### config.mk
export PLATFORM = sky130hd
export DESIGN_NAME = sbvr_queue
export DESIGN_NICKNAME = d
export VERILOG_FILES = /design/src/sbvr_pkg.sv /design/src/sbvr_queue.sv
export VERILOG_INCLUDE_DIRS = /design/src /design/src/src
export SDC_FILE = /design/constraint.sdc
export NUM_CORES = 1
export LEC_CHECK = 0
export ABC_CLOCK_PERIOD_IN_PS = 5400
export BUFFER_PORTS_ARGS = -buffer_cell sky130_fd_sc_hd__buf_4
export CORE_MARGIN = 3
export CORE_UTILIZATION = 41
export DETAILED_ROUTE_END_ITERATION = 8
export HOLD_SLACK_MARGIN = 0.12
export MAX_ROUTING_LAYER = met4
export PLACE_DENSITY = 0.64
export SLEW_MARGIN = 20
export SYNTH_ARGS = -nofsm -noshare
export SYNTH_HDL_FRONTEND = slang
export SYNTH_SLANG_ARGS = --single-unit
### constraint.sdc
create_clock -name clk -period 5.4 [get_ports clk]
set_clock_uncertainty 0.2 [all_clocks]
set_input_delay 1.35 -clock clk [delete_from_list [all_inputs] [get_ports clk]]
set_output_delay 1.35 -clock clk [all_outputs]
set_load 0.01 [all_outputs]
### src/sampled_bitvector_rank_assert.svh
// Assertion macros shared by the block's modules.
// They expect signals named clk and rst in the module that uses them.
`ifndef SAMPLED_BITVECTOR_RANK_ASSERT_SVH
`define SAMPLED_BITVECTOR_RANK_ASSERT_SVH

`define SBVR_ASSERT_IMP(label, ante, cons, msg) \
  label: assert property (@(posedge clk) disable iff (rst) (ante) |-> (cons)) \
    else $error(msg);

`define SBVR_ASSERT_NXT(label, ante, cons, msg) \
  label: assert property (@(posedge clk) disable iff (rst) (ante) |=> (cons)) \
    else $error(msg);

`endif

### src/sbvr_pkg.sv
package sbvr_pkg;

  localparam int MAX_BYTES   = 65536;
  localparam int ADDR_W      = $clog2(MAX_BYTES);
  localparam int POS_W       = ADDR_W + 1;
  localparam int MAX_GROUP   = 64;
  localparam int GROUP_W     = 7;
  localparam int GROUP_RESET = 8;
  localparam int ONES_W      = 20;
  localparam int RANK_W      = 19;
  localparam int INDEX_W     = 19;
  localparam int ACTION_W    = 2;
  localparam int BYTE_W      = 8;
  localparam int SHIFT_W     = 3;
  localparam int XBYTE_W     = INDEX_W - SHIFT_W;
  localparam int STEP_W      = $clog2(ADDR_W);
  localparam int QUEUE_DEPTH = 2;
  localparam int QPTR_W      = $clog2(QUEUE_DEPTH);

  localparam logic [ACTION_W-1:0] ACT_APPEND = 2'd0;
  localparam logic [ACTION_W-1:0] ACT_QUERY  = 2'd1;
  localparam logic [ACTION_W-1:0] ACT_CLEAR  = 2'd2;

  typedef enum logic [1:0] {
    CMD_APPEND,
    CMD_QUERY,
    CMD_FIXED
  } cmd_kind_t;

  typedef struct packed {
    cmd_kind_t           kind;
    logic [ADDR_W-1:0]   addr;
    logic [BYTE_W-1:0]   data;
    logic [ONES_W-1:0]   ones;
    logic [SHIFT_W-1:0]  shift;
    logic                oor;
  } cmd_t;

  typedef enum logic [3:0] {
    ST_IDLE,
    ST_DIV,
    ST_WRITE,
    ST_FETCH,
    ST_CHECK,
    ST_SCAN,
    ST_DRAIN,
    ST_FINAL,
    ST_DONE
  } back_state_t;

  function automatic logic [3:0] pop8(input logic [BYTE_W-1:0] b);
    logic [3:0] n;
    n = '0;
    for (int k = 0; k < BYTE_W; k++) begin
      n = n + {3'b000, b[k]};
    end
    return n;
  endfunction

endpackage

### src/sbvr_queue.sv
`include "sampled_bitvector_rank_assert.svh"

module sbvr_queue (
  input  logic           clk,
  input  logic           rst,
  input  logic           push,
  input  sbvr_pkg::cmd_t push_cmd,
  output logic           full,
  input  logic           pop,
  output sbvr_pkg::cmd_t pop_cmd,
  output logic           empty
);
  import sbvr_pkg::*;

  cmd_t              entries [QUEUE_DEPTH];
  logic [QPTR_W-1:0] wr_ptr, rd_ptr;
  logic [QPTR_W:0]   count;

  assign full    = (count == (QPTR_W + 1)'(QUEUE_DEPTH));
  assign empty   = (count == '0);
  assign pop_cmd = entries[rd_ptr];

  always_ff @(posedge clk) begin
    if (push) begin
      entries[wr_ptr] <= push_cmd;
    end
  end

  always_ff @(posedge clk) begin
    if (rst) begin
      wr_ptr <= '0;
      rd_ptr <= '0;
      count  <= '0;
    end else begin
      if (push) begin
        wr_ptr <= (wr_ptr == QPTR_W'(QUEUE_DEPTH - 1)) ? '0 : wr_ptr + QPTR_W'(1);
      end
      if (pop) begin
        rd_ptr <= (rd_ptr == QPTR_W'(QUEUE_DEPTH - 1)) ? '0 : rd_ptr + QPTR_W'(1);
      end
      if (push && !pop) begin
        count <= count + (QPTR_W + 1)'(1);
      end else if (pop && !push) begin
        count <= count - (QPTR_W + 1)'(1);
      end
    end
  end

  `SBVR_ASSERT_IMP(a_no_overflow, push, !full || pop, "push into a full queue")
  `SBVR_ASSERT_IMP(a_no_underflow, pop, !empty, "pop from an empty queue")

endmodule

* After elaboration in Yosys (flattened, before gate mapping)
Memory sizes are Yosys's and may differ from the RTL's. A register that Yosys moved wholly into a read port is not among the register bits.
Index checks and enable logic that the tools add are counted.
** Cells by class
- Add/subtract/negate cells :: 4
- Eq/ne operators :: 1
- Mux-type cells :: 8
- Reduce and logical (&&, ||, !) cells :: 6
** Operators with widths (count)
- 1-bit two-way mux :: 6
- 2-bit two-way mux :: 2
- 1-bit adder, second input constant :: 2
- 2-bit by 1-bit adder with 2-bit output, second input constant :: 1
- 2-bit equality test, second input constant :: 1
- 1-bit logical AND :: 2
- 1-bit zero test :: 2
- 2-bit zero test :: 1
- 2-bit nonzero test :: 1
- 2-bit by 1-bit subtractor with 2-bit output, second input constant :: 1
** Storage, ports and cells
- Flip-flop bits (word level) :: 4
- Bits in writable memories :: 100
- Input bits :: 54
- Logic and storage cells :: 23
- Memories :: 1
** Memory list
- entries :: words 2, width 50, rd ports 1, clocked after memory_dff 1, wr ports 1, line sbvr_queue.sv:15 : cmd_t entries [QUEUE_DEPTH];

* Longest topological paths before layout
- Depth after elaboration :: 4
- Mapped depth :: 5
- Depth with buffers taken out :: 5

* Worst setup path before layout
OpenSTA, ideal clock, no wires.
- Path kind :: input -> register
- Start point :: input port push
- End point :: memory entries[0][0] (netlist name) (enable)
- Setup time :: 464 ps
- Data arrival time :: 3566 ps
- Required time :: 4736 ps
- Path slack :: 1170 ps
- Cell stages on the path :: 1
- Path through :: nor2b_1
** On the way
- Cells in the longest elaborated chain, start to end :: 2
** Ends and longest elaborated chain
- start: declaration :: line sbvr_queue.sv:6 : input logic push,
- 1-bit two-way mux :: line sbvr_queue.sv:24 : if (push) begin
- 1-bit two-way mux (implied by the code) :: line sbvr_queue.sv:25 : entries[wr_ptr] <= push_cmd;
- end: declaration :: line sbvr_queue.sv:15
Every way passes these cells.

==> metrics <==
sequential area share after synthesis=0.8158; worst min-delay path class=reg -> reg; Buffers on Ports=105; crit share post-route=0.6742; Final Util=0.5561; LEAKAGE=1.839 nW; Met3 Wirelength=507 µm; Avg WL per Cell=16.29 µm; vias in the first global route=1996; routed wl met2=3.212 mm; commonest non-fill, non-tap cell in the layout=buf_4; htree depth=3; flop-to-flop setup slack=3.31 ns; DRT Wirelength=6.563 mm; CTS tree=yes; WP data required=3.85 ns; die height=102.3 µm; Detailed Routing Iterations Pass 1=4; setup bufs post-CTS=0; Min-Delay Startpoint=count[1]; Max Used Layer=met4; clk slew on worst S/H paths=0.09 ns; row count=34; chip width=102.3 µm; DRC=0; Core ar.=8848 µm²; layout cells sized above 1=0.5864; hold depth=2; most frequent cells in the layout=buf_4, edfxtp_1, mux2_2; Area growth, synth to finish=29.38%; crit start category=register; Yosys cell types=16; Num Clock Sinks=105; final hold vios=0; Die ar.=10470 µm²; RSZ-0062 raised after global routing=no; Synth Warn #=0; total inserted antenna cells=0; Critical Path End Type=output port; post_cts resized=0; clk buf depth=2; Starting Density=0.4299; largest net degree at the start of global routing=39; syn avg cell area=21.37 µm²; first-pass GRT wire length=9.963 mm; Setup Viol. Count Final=0; status=complete, no violations; Final Max Tran Viols=0; reg2reg path depth=2; Setup TNS Final=0 ns; Clock Latency Late Sink=0.34 ns; HPWL after detailed placement=4.265 mm; Vias/cell=4.784; Synth Register Bits=105; Crit Path Max Fanout=26; worst hold slack=0.3226 ns; initial antenna violation count=0; DR vias=1928; maximum vdd ir drop=0.1622 mV; GRT overflow=0; worst hold endpoint=count[1]; max-cap violations=0; relative slew slack=0.3784; GPL Wtd Cong=0.6709; CTS Root Cell=clkbuf_8; final instance area=4921 µm²; fmax=274.7 MHz; dpl cell area=4730 µm²; reg2reg start=wr_ptr; WP data arrival=2.09 ns; Inserted Clock Buffers=9; final net count=346; cell count after synthesis=178; power per cell area=337.4 nW/µm²; end of the worst register-to-register path=entries[1][40]; hold-fix buffers at CTS=0; Final min period=3.641 ns; Final ANT Viol Nets=0; M1 WL=2.796 mm; 1st-iter DRT viols=75; crit path kind=reg -> out; worst slew pin tran=0.9324 ns; Syn Nets=233; I/O Pins=106; Mapped Area=3804 µm²; GRT Util Overall=0.1331
report_power, final:
group	total, mW	leakage (nW)	internal, mW	switching (mW)
registers	0.966	0.980	0.948	0.0186
logic	0.223	0.766	0.124	0.0986
clock network	0.471	0.0921	0.214	0.257
stage by stage:
step / std cells / worst slack, ns / power [mW]
final: 403 / 1.760 / 1.660
after global routing: 403 / 1.602 / 1.741
after CTS: 403 / 1.669 / 1.683
after detailed placement: 388 / 2.067 / 1.213
after global placement: 388 / 2.100 / 1.208
after floorplan: 178 / 1.170 / 1.090
critical path: stages (launching register included):
cell and delay, ns:
dfxtp_2 0.72, buf_4 0.45, mux2_2 0.41, buf_4 0.15
metal layers:
layer	GRT usage	vias to the layer above
met3	0.04096	7
met5	-	-
met4	0.05146	0
met1	0.1634	930
met2	0.2074	77
li1	-	914
layout make-up:
type / count / area (µm²)
inverters: 1 / 3.754
clock inverters: 6 / 67.56
clock buffers: 9 / 123.9
fillers: 713 / 3928
repair buffers: 108 / 810.8
flip-flops and latches: 105 / 3104
well taps: 108 / 135.1
multi-input cells: 66 / 675.6
Yosys cell counts:
master / n / area (µm²)
a21oi_1: 1 / 5.000
and2_1: 1 / 6.260
and2b_2: 1 / 8.760
buf_2: 6 / 30.03
dfxtp_1: 5 / 100.1
edfxtp_1: 100 / 3003
ha_1: 1 / 12.51
inv_1: 1 / 3.750
mux2_1: 4 / 45.04
mux2_2: 46 / 518.0
nor2_1: 5 / 18.77
nor2b_1: 1 / 6.260
o21ai_0: 1 / 5.000
or3_1: 1 / 6.260
xnor2_1: 2 / 17.52
xor2_1: 2 / 17.52
cell families (layout without fill, tap and decap cells):
| kind of cell | count (synthesis) | count (layout) | share of synthesized area |
|---|---|---|---|
| compound gates | 2 | 2 | 0.002629 |
| simple gates | 9 | 9 | 0.01218 |
| fa+ha+maj | 1 | 1 | 0.003289 |
| xor+xnor | 4 | 4 | 0.009212 |
| flops | 105 | 105 | 0.8158 |
| mux | 50 | 50 | 0.1480 |
| buf+inv | 7 | 124 | 0.008881 |
registers in the layout, summed over array words and instances (netlist names), named ones only:
| name | flops |
|---|---|
| rd_ptr | 1 |
| count | 2 |
| wr_ptr | 1 |
| entries | 100 |
worst max-delay path by stage:
stage | end | start
6_report | pop_cmd[45] | register
5_1_grt | pop_cmd[45] | register
4_1_cts | pop_cmd[45] | register
3_5_place_dp | pop_cmd[45] | register
3_3_place_gp | pop_cmd[45] | register
2_1_floorplan | entries[0][0] | push
(Power assumes the default switching activity.)
