--- src/sampled_bitvector_rank_assert.svh ---
// Assertion macros shared by the block's modules.
// They expect signals named clk and rst in the module that uses them.
`ifndef SAMPLED_BITVECTOR_RANK_ASSERT_SVH
`define SAMPLED_BITVECTOR_RANK_ASSERT_SVH

`define SBVR_ASSERT_IMP(label, ante, cons, msg) \
  label: assert property (@(posedge clk) disable iff (rst) (ante) |-> (cons)) \
    else $error(msg);

`define SBVR_ASSERT_NXT(label, ante, cons, msg) \
  label: assert property (@(posedge clk) disable iff (rst) (ante) |=> (cons)) \
    else $error(msg);

`endif

--- src/sbvr_pkg.sv ---
package sbvr_pkg;

  localparam int MAX_BYTES   = 65536;
  localparam int ADDR_W      = $clog2(MAX_BYTES);
  localparam int POS_W       = ADDR_W + 1;
  localparam int MAX_GROUP   = 64;
  localparam int GROUP_W     = 7;
  localparam int GROUP_RESET = 8;
  localparam int ONES_W      = 20;
  localparam int RANK_W      = 19;
  localparam int INDEX_W     = 19;
  localparam int ACTION_W    = 2;
  localparam int BYTE_W      = 8;
  localparam int SHIFT_W     = 3;
  localparam int XBYTE_W     = INDEX_W - SHIFT_W;
  localparam int STEP_W      = $clog2(ADDR_W);
  localparam int QUEUE_DEPTH = 2;
  localparam int QPTR_W      = $clog2(QUEUE_DEPTH);

  localparam logic [ACTION_W-1:0] ACT_APPEND = 2'd0;
  localparam logic [ACTION_W-1:0] ACT_QUERY  = 2'd1;
  localparam logic [ACTION_W-1:0] ACT_CLEAR  = 2'd2;

  typedef enum logic [1:0] {
    CMD_APPEND,
    CMD_QUERY,
    CMD_FIXED
  } cmd_kind_t;

  typedef struct packed {
    cmd_kind_t           kind;
    logic [ADDR_W-1:0]   addr;
    logic [BYTE_W-1:0]   data;
    logic [ONES_W-1:0]   ones;
    logic [SHIFT_W-1:0]  shift;
    logic                oor;
  } cmd_t;

  typedef enum logic [3:0] {
    ST_IDLE,
    ST_DIV,
    ST_WRITE,
    ST_FETCH,
    ST_CHECK,
    ST_SCAN,
    ST_DRAIN,
    ST_FINAL,
    ST_DONE
  } back_state_t;

  function automatic logic [3:0] pop8(input logic [BYTE_W-1:0] b);
    logic [3:0] n;
    n = '0;
    for (int k = 0; k < BYTE_W; k++) begin
      n = n + {3'b000, b[k]};
    end
    return n;
  endfunction

endpackage

--- src/sbvr_item_if.sv ---
interface sbvr_item_if;
  logic        valid;
  logic        ready;
  logic [1:0]  action;
  logic [7:0]  byte_value;
  logic [18:0] bit_index;

  modport source (output valid, action, byte_value, bit_index, input ready);
  modport sink (input valid, action, byte_value, bit_index, output ready);
endinterface

--- src/sbvr_front.sv ---
`include "sampled_bitvector_rank_assert.svh"

module sbvr_front (
  input  logic          clk,
  input  logic          rst,
  sbvr_item_if.sink     item,
  output sbvr_pkg::cmd_t push_cmd,
  output logic          push,
  input  logic          full
);
  import sbvr_pkg::*;

  logic [POS_W-1:0]   lp, lp_next;
  logic [ONES_W-1:0]  ones, ones_next;
  logic [ONES_W-1:0]  ones_sum;
  logic [XBYTE_W-1:0] x;

  always_comb begin
    item.ready = !full;
    push       = item.valid && !full;
    x          = item.bit_index[INDEX_W-1:SHIFT_W];
    ones_sum   = ones + ONES_W'(pop8(item.byte_value));
    lp_next    = lp;
    ones_next  = ones;
    push_cmd.kind  = CMD_FIXED;
    push_cmd.addr  = lp[ADDR_W-1:0];
    push_cmd.data  = item.byte_value;
    push_cmd.ones  = ones_sum;
    push_cmd.shift = item.bit_index[SHIFT_W-1:0];
    push_cmd.oor   = 1'b0;
    case (item.action)
      ACT_APPEND: begin
        if (32'(lp) >= 32'(MAX_BYTES)) begin
          push_cmd.oor = 1'b1;
        end else begin
          push_cmd.kind = CMD_APPEND;
          lp_next       = lp + POS_W'(1);
          ones_next     = ones_sum;
        end
      end
      ACT_QUERY: begin
        push_cmd.addr = ADDR_W'(x);
        if (32'(x) >= 32'(lp)) begin
          push_cmd.oor = 1'b1;
        end else begin
          push_cmd.kind = CMD_QUERY;
        end
      end
      ACT_CLEAR: begin
        lp_next   = '0;
        ones_next = '0;
      end
      default: begin
      end
    endcase
  end

  always_ff @(posedge clk) begin
    if (rst) begin
      lp   <= '0;
      ones <= '0;
    end else if (push) begin
      lp   <= lp_next;
      ones <= ones_next;
    end
  end

  `SBVR_ASSERT_IMP(a_lp_bound, 1'b1, 32'(lp) <= 32'(MAX_BYTES), "load position past capacity")

endmodule

--- src/flat_wrapper.sv ---
// flat-port wrapper written by rule: the top's interface ports become plain ports
module sbvr_front_flat import sbvr_pkg::*;
  (clk, rst, push_cmd, push, full, item_valid, item_action, item_byte_value, item_bit_index, item_ready);
  sbvr_item_if item_i ();
  input  logic clk;
  input  logic rst;
  output sbvr_pkg::cmd_t push_cmd;
  output logic push;
  input  logic full;
  input wire logic [$bits(item_i.valid)-1:0] item_valid;
  input wire logic [$bits(item_i.action)-1:0] item_action;
  input wire logic [$bits(item_i.byte_value)-1:0] item_byte_value;
  input wire logic [$bits(item_i.bit_index)-1:0] item_bit_index;
  output wire logic [$bits(item_i.ready)-1:0] item_ready;
  assign item_i.valid = item_valid;
  assign item_i.action = item_action;
  assign item_i.byte_value = item_byte_value;
  assign item_i.bit_index = item_bit_index;
  assign item_ready = item_i.ready;
  sbvr_front u_core (.clk(clk), .rst(rst), .item(item_i), .push_cmd(push_cmd), .push(push), .full(full));
endmodule
--- config.mk ---
export PLATFORM = sky130hd
export DESIGN_NAME = sbvr_front_flat
export DESIGN_NICKNAME = d
export VERILOG_FILES = /design/src/sbvr_pkg.sv /design/src/sbvr_item_if.sv /design/src/sbvr_front.sv /design/src/flat_wrapper.sv
export VERILOG_INCLUDE_DIRS = /design/src /design/src/src
export SDC_FILE = /design/constraint.sdc
export NUM_CORES = 1
export LEC_CHECK = 0
export BUFFER_PORTS_ARGS = -buffer_cell sky130_fd_sc_hd__buf_2
export CAP_MARGIN = 20
export CORE_AREA = 2 2 114 116
export CTS_CLUSTER_SIZE = 20
export DETAILED_ROUTE_END_ITERATION = 6
export DIE_AREA = 0 0 116 118
export PLACE_DENSITY = 0.44
export SLEW_MARGIN = 15
export SYNTH_ARGS = -nofsm -noshare
export SYNTH_HDL_FRONTEND = slang
export SYNTH_SLANG_ARGS = --single-unit
--- constraint.sdc ---
create_clock -name clk -period 6.6 [get_ports clk]
set_clock_uncertainty 0.05 [all_clocks]
set_input_delay 0.99 -clock clk [delete_from_list [all_inputs] [get_ports clk]]
set_output_delay 0.99 -clock clk [all_outputs]
set_load 0.02 [all_outputs]
== After elaboration in Yosys (flattened, before gate mapping) ==
Index checks and enable logic that the tools add are counted.
Widths: inputs -> output; s select.

* Reductions and logical operators: 5
* Equal/unequal tests: 3
* Magnitude comparators: 2
* Add/subtract/negate cells: 9
* Mux-type cells: 11

{| class="wikitable"
|+ Operators with widths
! operator !! number
|-
| $pmux 20 s2 || 1
|-
| $pmux 17 s2 || 1
|-
| $add 4x1->4 || 6
|-
| $add 20x4->20 || 1
|-
| $mux 20 || 1
|-
| $add 17x1->17 const B || 1
|-
| $ge 16x17->1 || 1
|-
| $ge 17x17->1 const B || 1
|-
| $mux 17 || 1
|-
| $mux 16 || 1
|-
| $mux 2 || 2
|-
| $pmux 2 s2 || 1
|-
| $reduce_and 3->1 || 1
|-
| $add 1x1->2 || 1
|-
| $eq 2x1->1 const B || 1
|-
| $eq 2x2->1 const B || 1
|-
| $logic_not 2->1 || 1
|-
| $mux 1 || 2
|-
| $ne 2x2->1 const B || 1
|-
| $pmux 1 s2 || 1
|-
| $reduce_bool 2->1 || 1
|-
| $logic_and 1x1->1 || 1
|-
| $logic_not 1->1 || 1
|}

* Flip-flop bits (word level): 37
* Output and inout bits: 52
* Input port bits: 33
* Word-level logic and storage cells: 32

== Longest topological paths before layout ==
* Word-level depth: 10
* Mapped depth: 15

== Least setup slack after synthesis ==
No wires, ideal clock.

* Path type: input to output
* From: input port item_byte_value[0]
* To: output port push_cmd[19] (netlist name)
* Data required time: 5,560 ps
* Slack: 978 ps
* Arrival: 4,582 ps
* Cell stages on the path: 14
* Cells stage by stage: ha_1 inv_1 fa_1 fa_1 fa_1 fa_1 xnor2_1 ha_1 nand3_1 nor2_1 nor2_1 clkbuf_1 or2_1 xnor2_1

{| class="wikitable"
|+ RTL lines
! what !! line !! text
|-
| from (decl) || flat_wrapper.sv:12 || <nowiki>input wire logic [$bits(item_i.byte_value)-1:0] item_byte_value;</nowiki>
|-
| to (decl) || flat_wrapper.sv:7 || <nowiki>output sbvr_pkg::cmd_t push_cmd;</nowiki>
|}

==> results.yml <==
power:
  ir_drop_uv: 86.9
  p_per_area_nw_per_um2: 178
  leakage_uw: 0.00151
  p_total_uw: 658
sta:
  fmax_mhz: 171
  finalCriticalPeriod_ns: 5.86
  slew_violations: 0
  fin_crit_sh: 0.888
  hold_violations: 0
  worst_pin_slew_ns: 0.545
  layout_setup_ws_ns: 0.740
  timing.setup.tns_ns: 0
  slew_headroom: 0.636
  setup_viol: 0
  rsz0062_at_grt: "no"
global_routing:
  grt_max_degree: 34
  antenna_found_initial: 0
  grt_overflow_total: 0
  grt_use_total: 0.122
  grt_pass1_vias: 2739
  grt_first_pass_wirelength_um: 13300
routing:
  drc_errors: 0
  ant_nets: 0
  wl_per_cell_um: 12.8
  first_pass_iters: 5
  finalWirelength_um: 8010
  dr_total_vias: 2875
  drtIter0Drc: 129
  vias_per_cell: 4.60
worst_setup_path:
  worst_setup_path_start_kind: "input pin"
  path_max_fanout: 5
  critPathKind: "input pin to output pin"
  worstSetupEndpointType: "output pin"
  r2r-start: "u_core.ones[0]"
  critPathRequiredTime_ns: 5.56
  reg2regPathDepth: 7
  cp.arrival_ns: 4.82
  critPathLaunch: "item_byte_value[0]"
yosys:
  yosysUniqueCellTypes: 65
  async_flop_share: 0
  syn_nets: 453
  synthFlopType: "dfxtp_1"
  synth-edff-count: 0
  mappedNetlistArea_um2: 3060
  ys_warn_count: 0
  ys_ff_latch: 37
  ys_seq_area_frac: 0.242
  synth.avg_cell_area_um2: 7.81
  synthCells: 391
placed_design:
  dp_slack_ns: 0.703
  gp_congestion: 0.798
  portBuffers: 78
  dp_hpwl_um: 6330
final_layout:
  synthToLayoutAreaGrowth_pct: 21.0
  layout.nets: 514
  mostFrequentLayoutCells: "78 x buf_2, 43 x nand2_1, 37 x inv_1, 37 x dfxtp_1, 27 x nor2_1"
  n_fill_cell: 1405
  layout_commonest_cell: "buf_2"
  antenna_cells: 0
  drive_gt1_frac: 0.238
die:
  dieWidth_um: 116
  num_io_pins: 85
  die_area_um2: 13700
  std_cell_rows: 41
  core_area_um2: 12400
  dieHeight_um: 118
  start_util: 0.246
clock_tree:
  root_buffer: "clkbuf_16"
  numCtsBuffers: 5
  cts_buffer_depth: 2
  ctsHoldBuffers: 0
  htree_levels: 2
  cts_resized: 0
  clock_latency_ns: 0.28
  cts_num_sinks: 37
  path_clk_slew_ns: 0.06
  cts_setup_buffers: 0
  cts_tree: "built"
worst_hold_path:
  hold_class: "flop to flop"
  worstHoldStart: "u_core.ones[0]"
  min_path_cells: 2
outcome:
  status: "complete, no violations"
flow_run:
  maxCapViolations: 0
critical path: stages:
cell,delay [ns]
buf_2,0.11
ha_1,0.26
inv_1,0.04
fa_1,0.50
fa_1,0.43
fa_1,0.43
fa_1,0.49
inv_1,0.06
fa_1,0.46
a211oi_2,0.34
or3b_1,0.32
nor2_4,0.05
xor2_2,0.15
buf_2,0.19
power by group:
part	switching (uW)	total [uW]	internal (uW)	leakage, uW
sequential	2.79	229	226	0.000298
clock	92.7	281	189	0.0000841
combinational	91.8	148	55.8	0.00113
total	187	658	471	0.00151
stage by stage:
stage	hold WS [ns]	cells	util	area (um^2)
after floorplan	0.386	391	-	3060
after CTS	0.414	624	0.297	3680
after detailed placement	0.406	616	0.283	3510
after global placement	0.397	616	0.283	3510
final	0.412	625	0.298	3700
after global routing	0.428	625	0.298	3700
final timing paths:
path | end | slack [ns]
worst max-delay path | push_cmd[14] | 0.74
worst min-delay path | u_core.ones[0] | 0.41
worst max register to register | u_core.ones[10] | 4.39
worst min register to register | u_core.ones[0] | 0.41
cell usage after synthesis, drive strengths merged, types with 2 or more instances:
library cell | n | area share
clkbuf | 8 | 0.0098
o21ai | 28 | 0.046
xor2 | 3 | 0.011
a21o | 4 | 0.0098
nor3 | 5 | 0.014
a21oi | 19 | 0.031
buf | 18 | 0.043
nor2 | 32 | 0.044
ha | 24 | 0.098
and2 | 2 | 0.0041
xnor2 | 26 | 0.075
nand4 | 7 | 0.018
a22o | 3 | 0.0086
nand2b | 3 | 0.0061
dfxtp | 37 | 0.24
and4 | 2 | 0.0066
a31oi | 10 | 0.020
or2 | 3 | 0.0070
fa | 5 | 0.033
o31ai | 2 | 0.0049
or4 | 3 | 0.0074
nor4 | 6 | 0.016
or3 | 6 | 0.012
inv | 38 | 0.047
nand2 | 43 | 0.053
a311oi | 5 | 0.014
nand3 | 16 | 0.026
a211oi | 2 | 0.0066
nor2b | 7 | 0.014
and3 | 5 | 0.012
final cells by class:
type                    count  area, um^2  area share
clock inverters             1        30.0     0.00812
flip-flops and latches     37         741       0.200
well taps                 172         215      0.0582
multi-input cells         290        2010       0.544
clock buffers               7         143      0.0386
repair buffers             80         413       0.112
inverters                  38         143      0.0386
state kept, by name (all words and copies together) (netlist names):
signal / count
u_core.ones: 20
u_core.lp: 17
metal layers:
metal / track usage / up-vias / part of all wire
li1: - / 1473 / -
met2: 0.202 / 67 / 0.46
met4: 0.0402 / 0 / 0.015
met5: 0 / - / 0
met3: 0.0201 / 10 / 0.047
met1: 0.160 / 1325 / 0.47
logic make-up (layout without fill, tap and decap cells):
| family | Yosys count | count (layout) | share of synthesized area |
|---|---|---|---|
| compound gates | 87 | 87 | 0.182 |
| mux | 1 | 1 | 0.00369 |
| xor+xnor | 29 | 29 | 0.0856 |
| simple gates | 144 | 144 | 0.256 |
| buf+inv | 64 | 126 | 0.0999 |
| flops | 37 | 37 | 0.242 |
| fa+ha+maj | 29 | 29 | 0.131 |
Note: power is estimated with default switching activity, not from simulation.
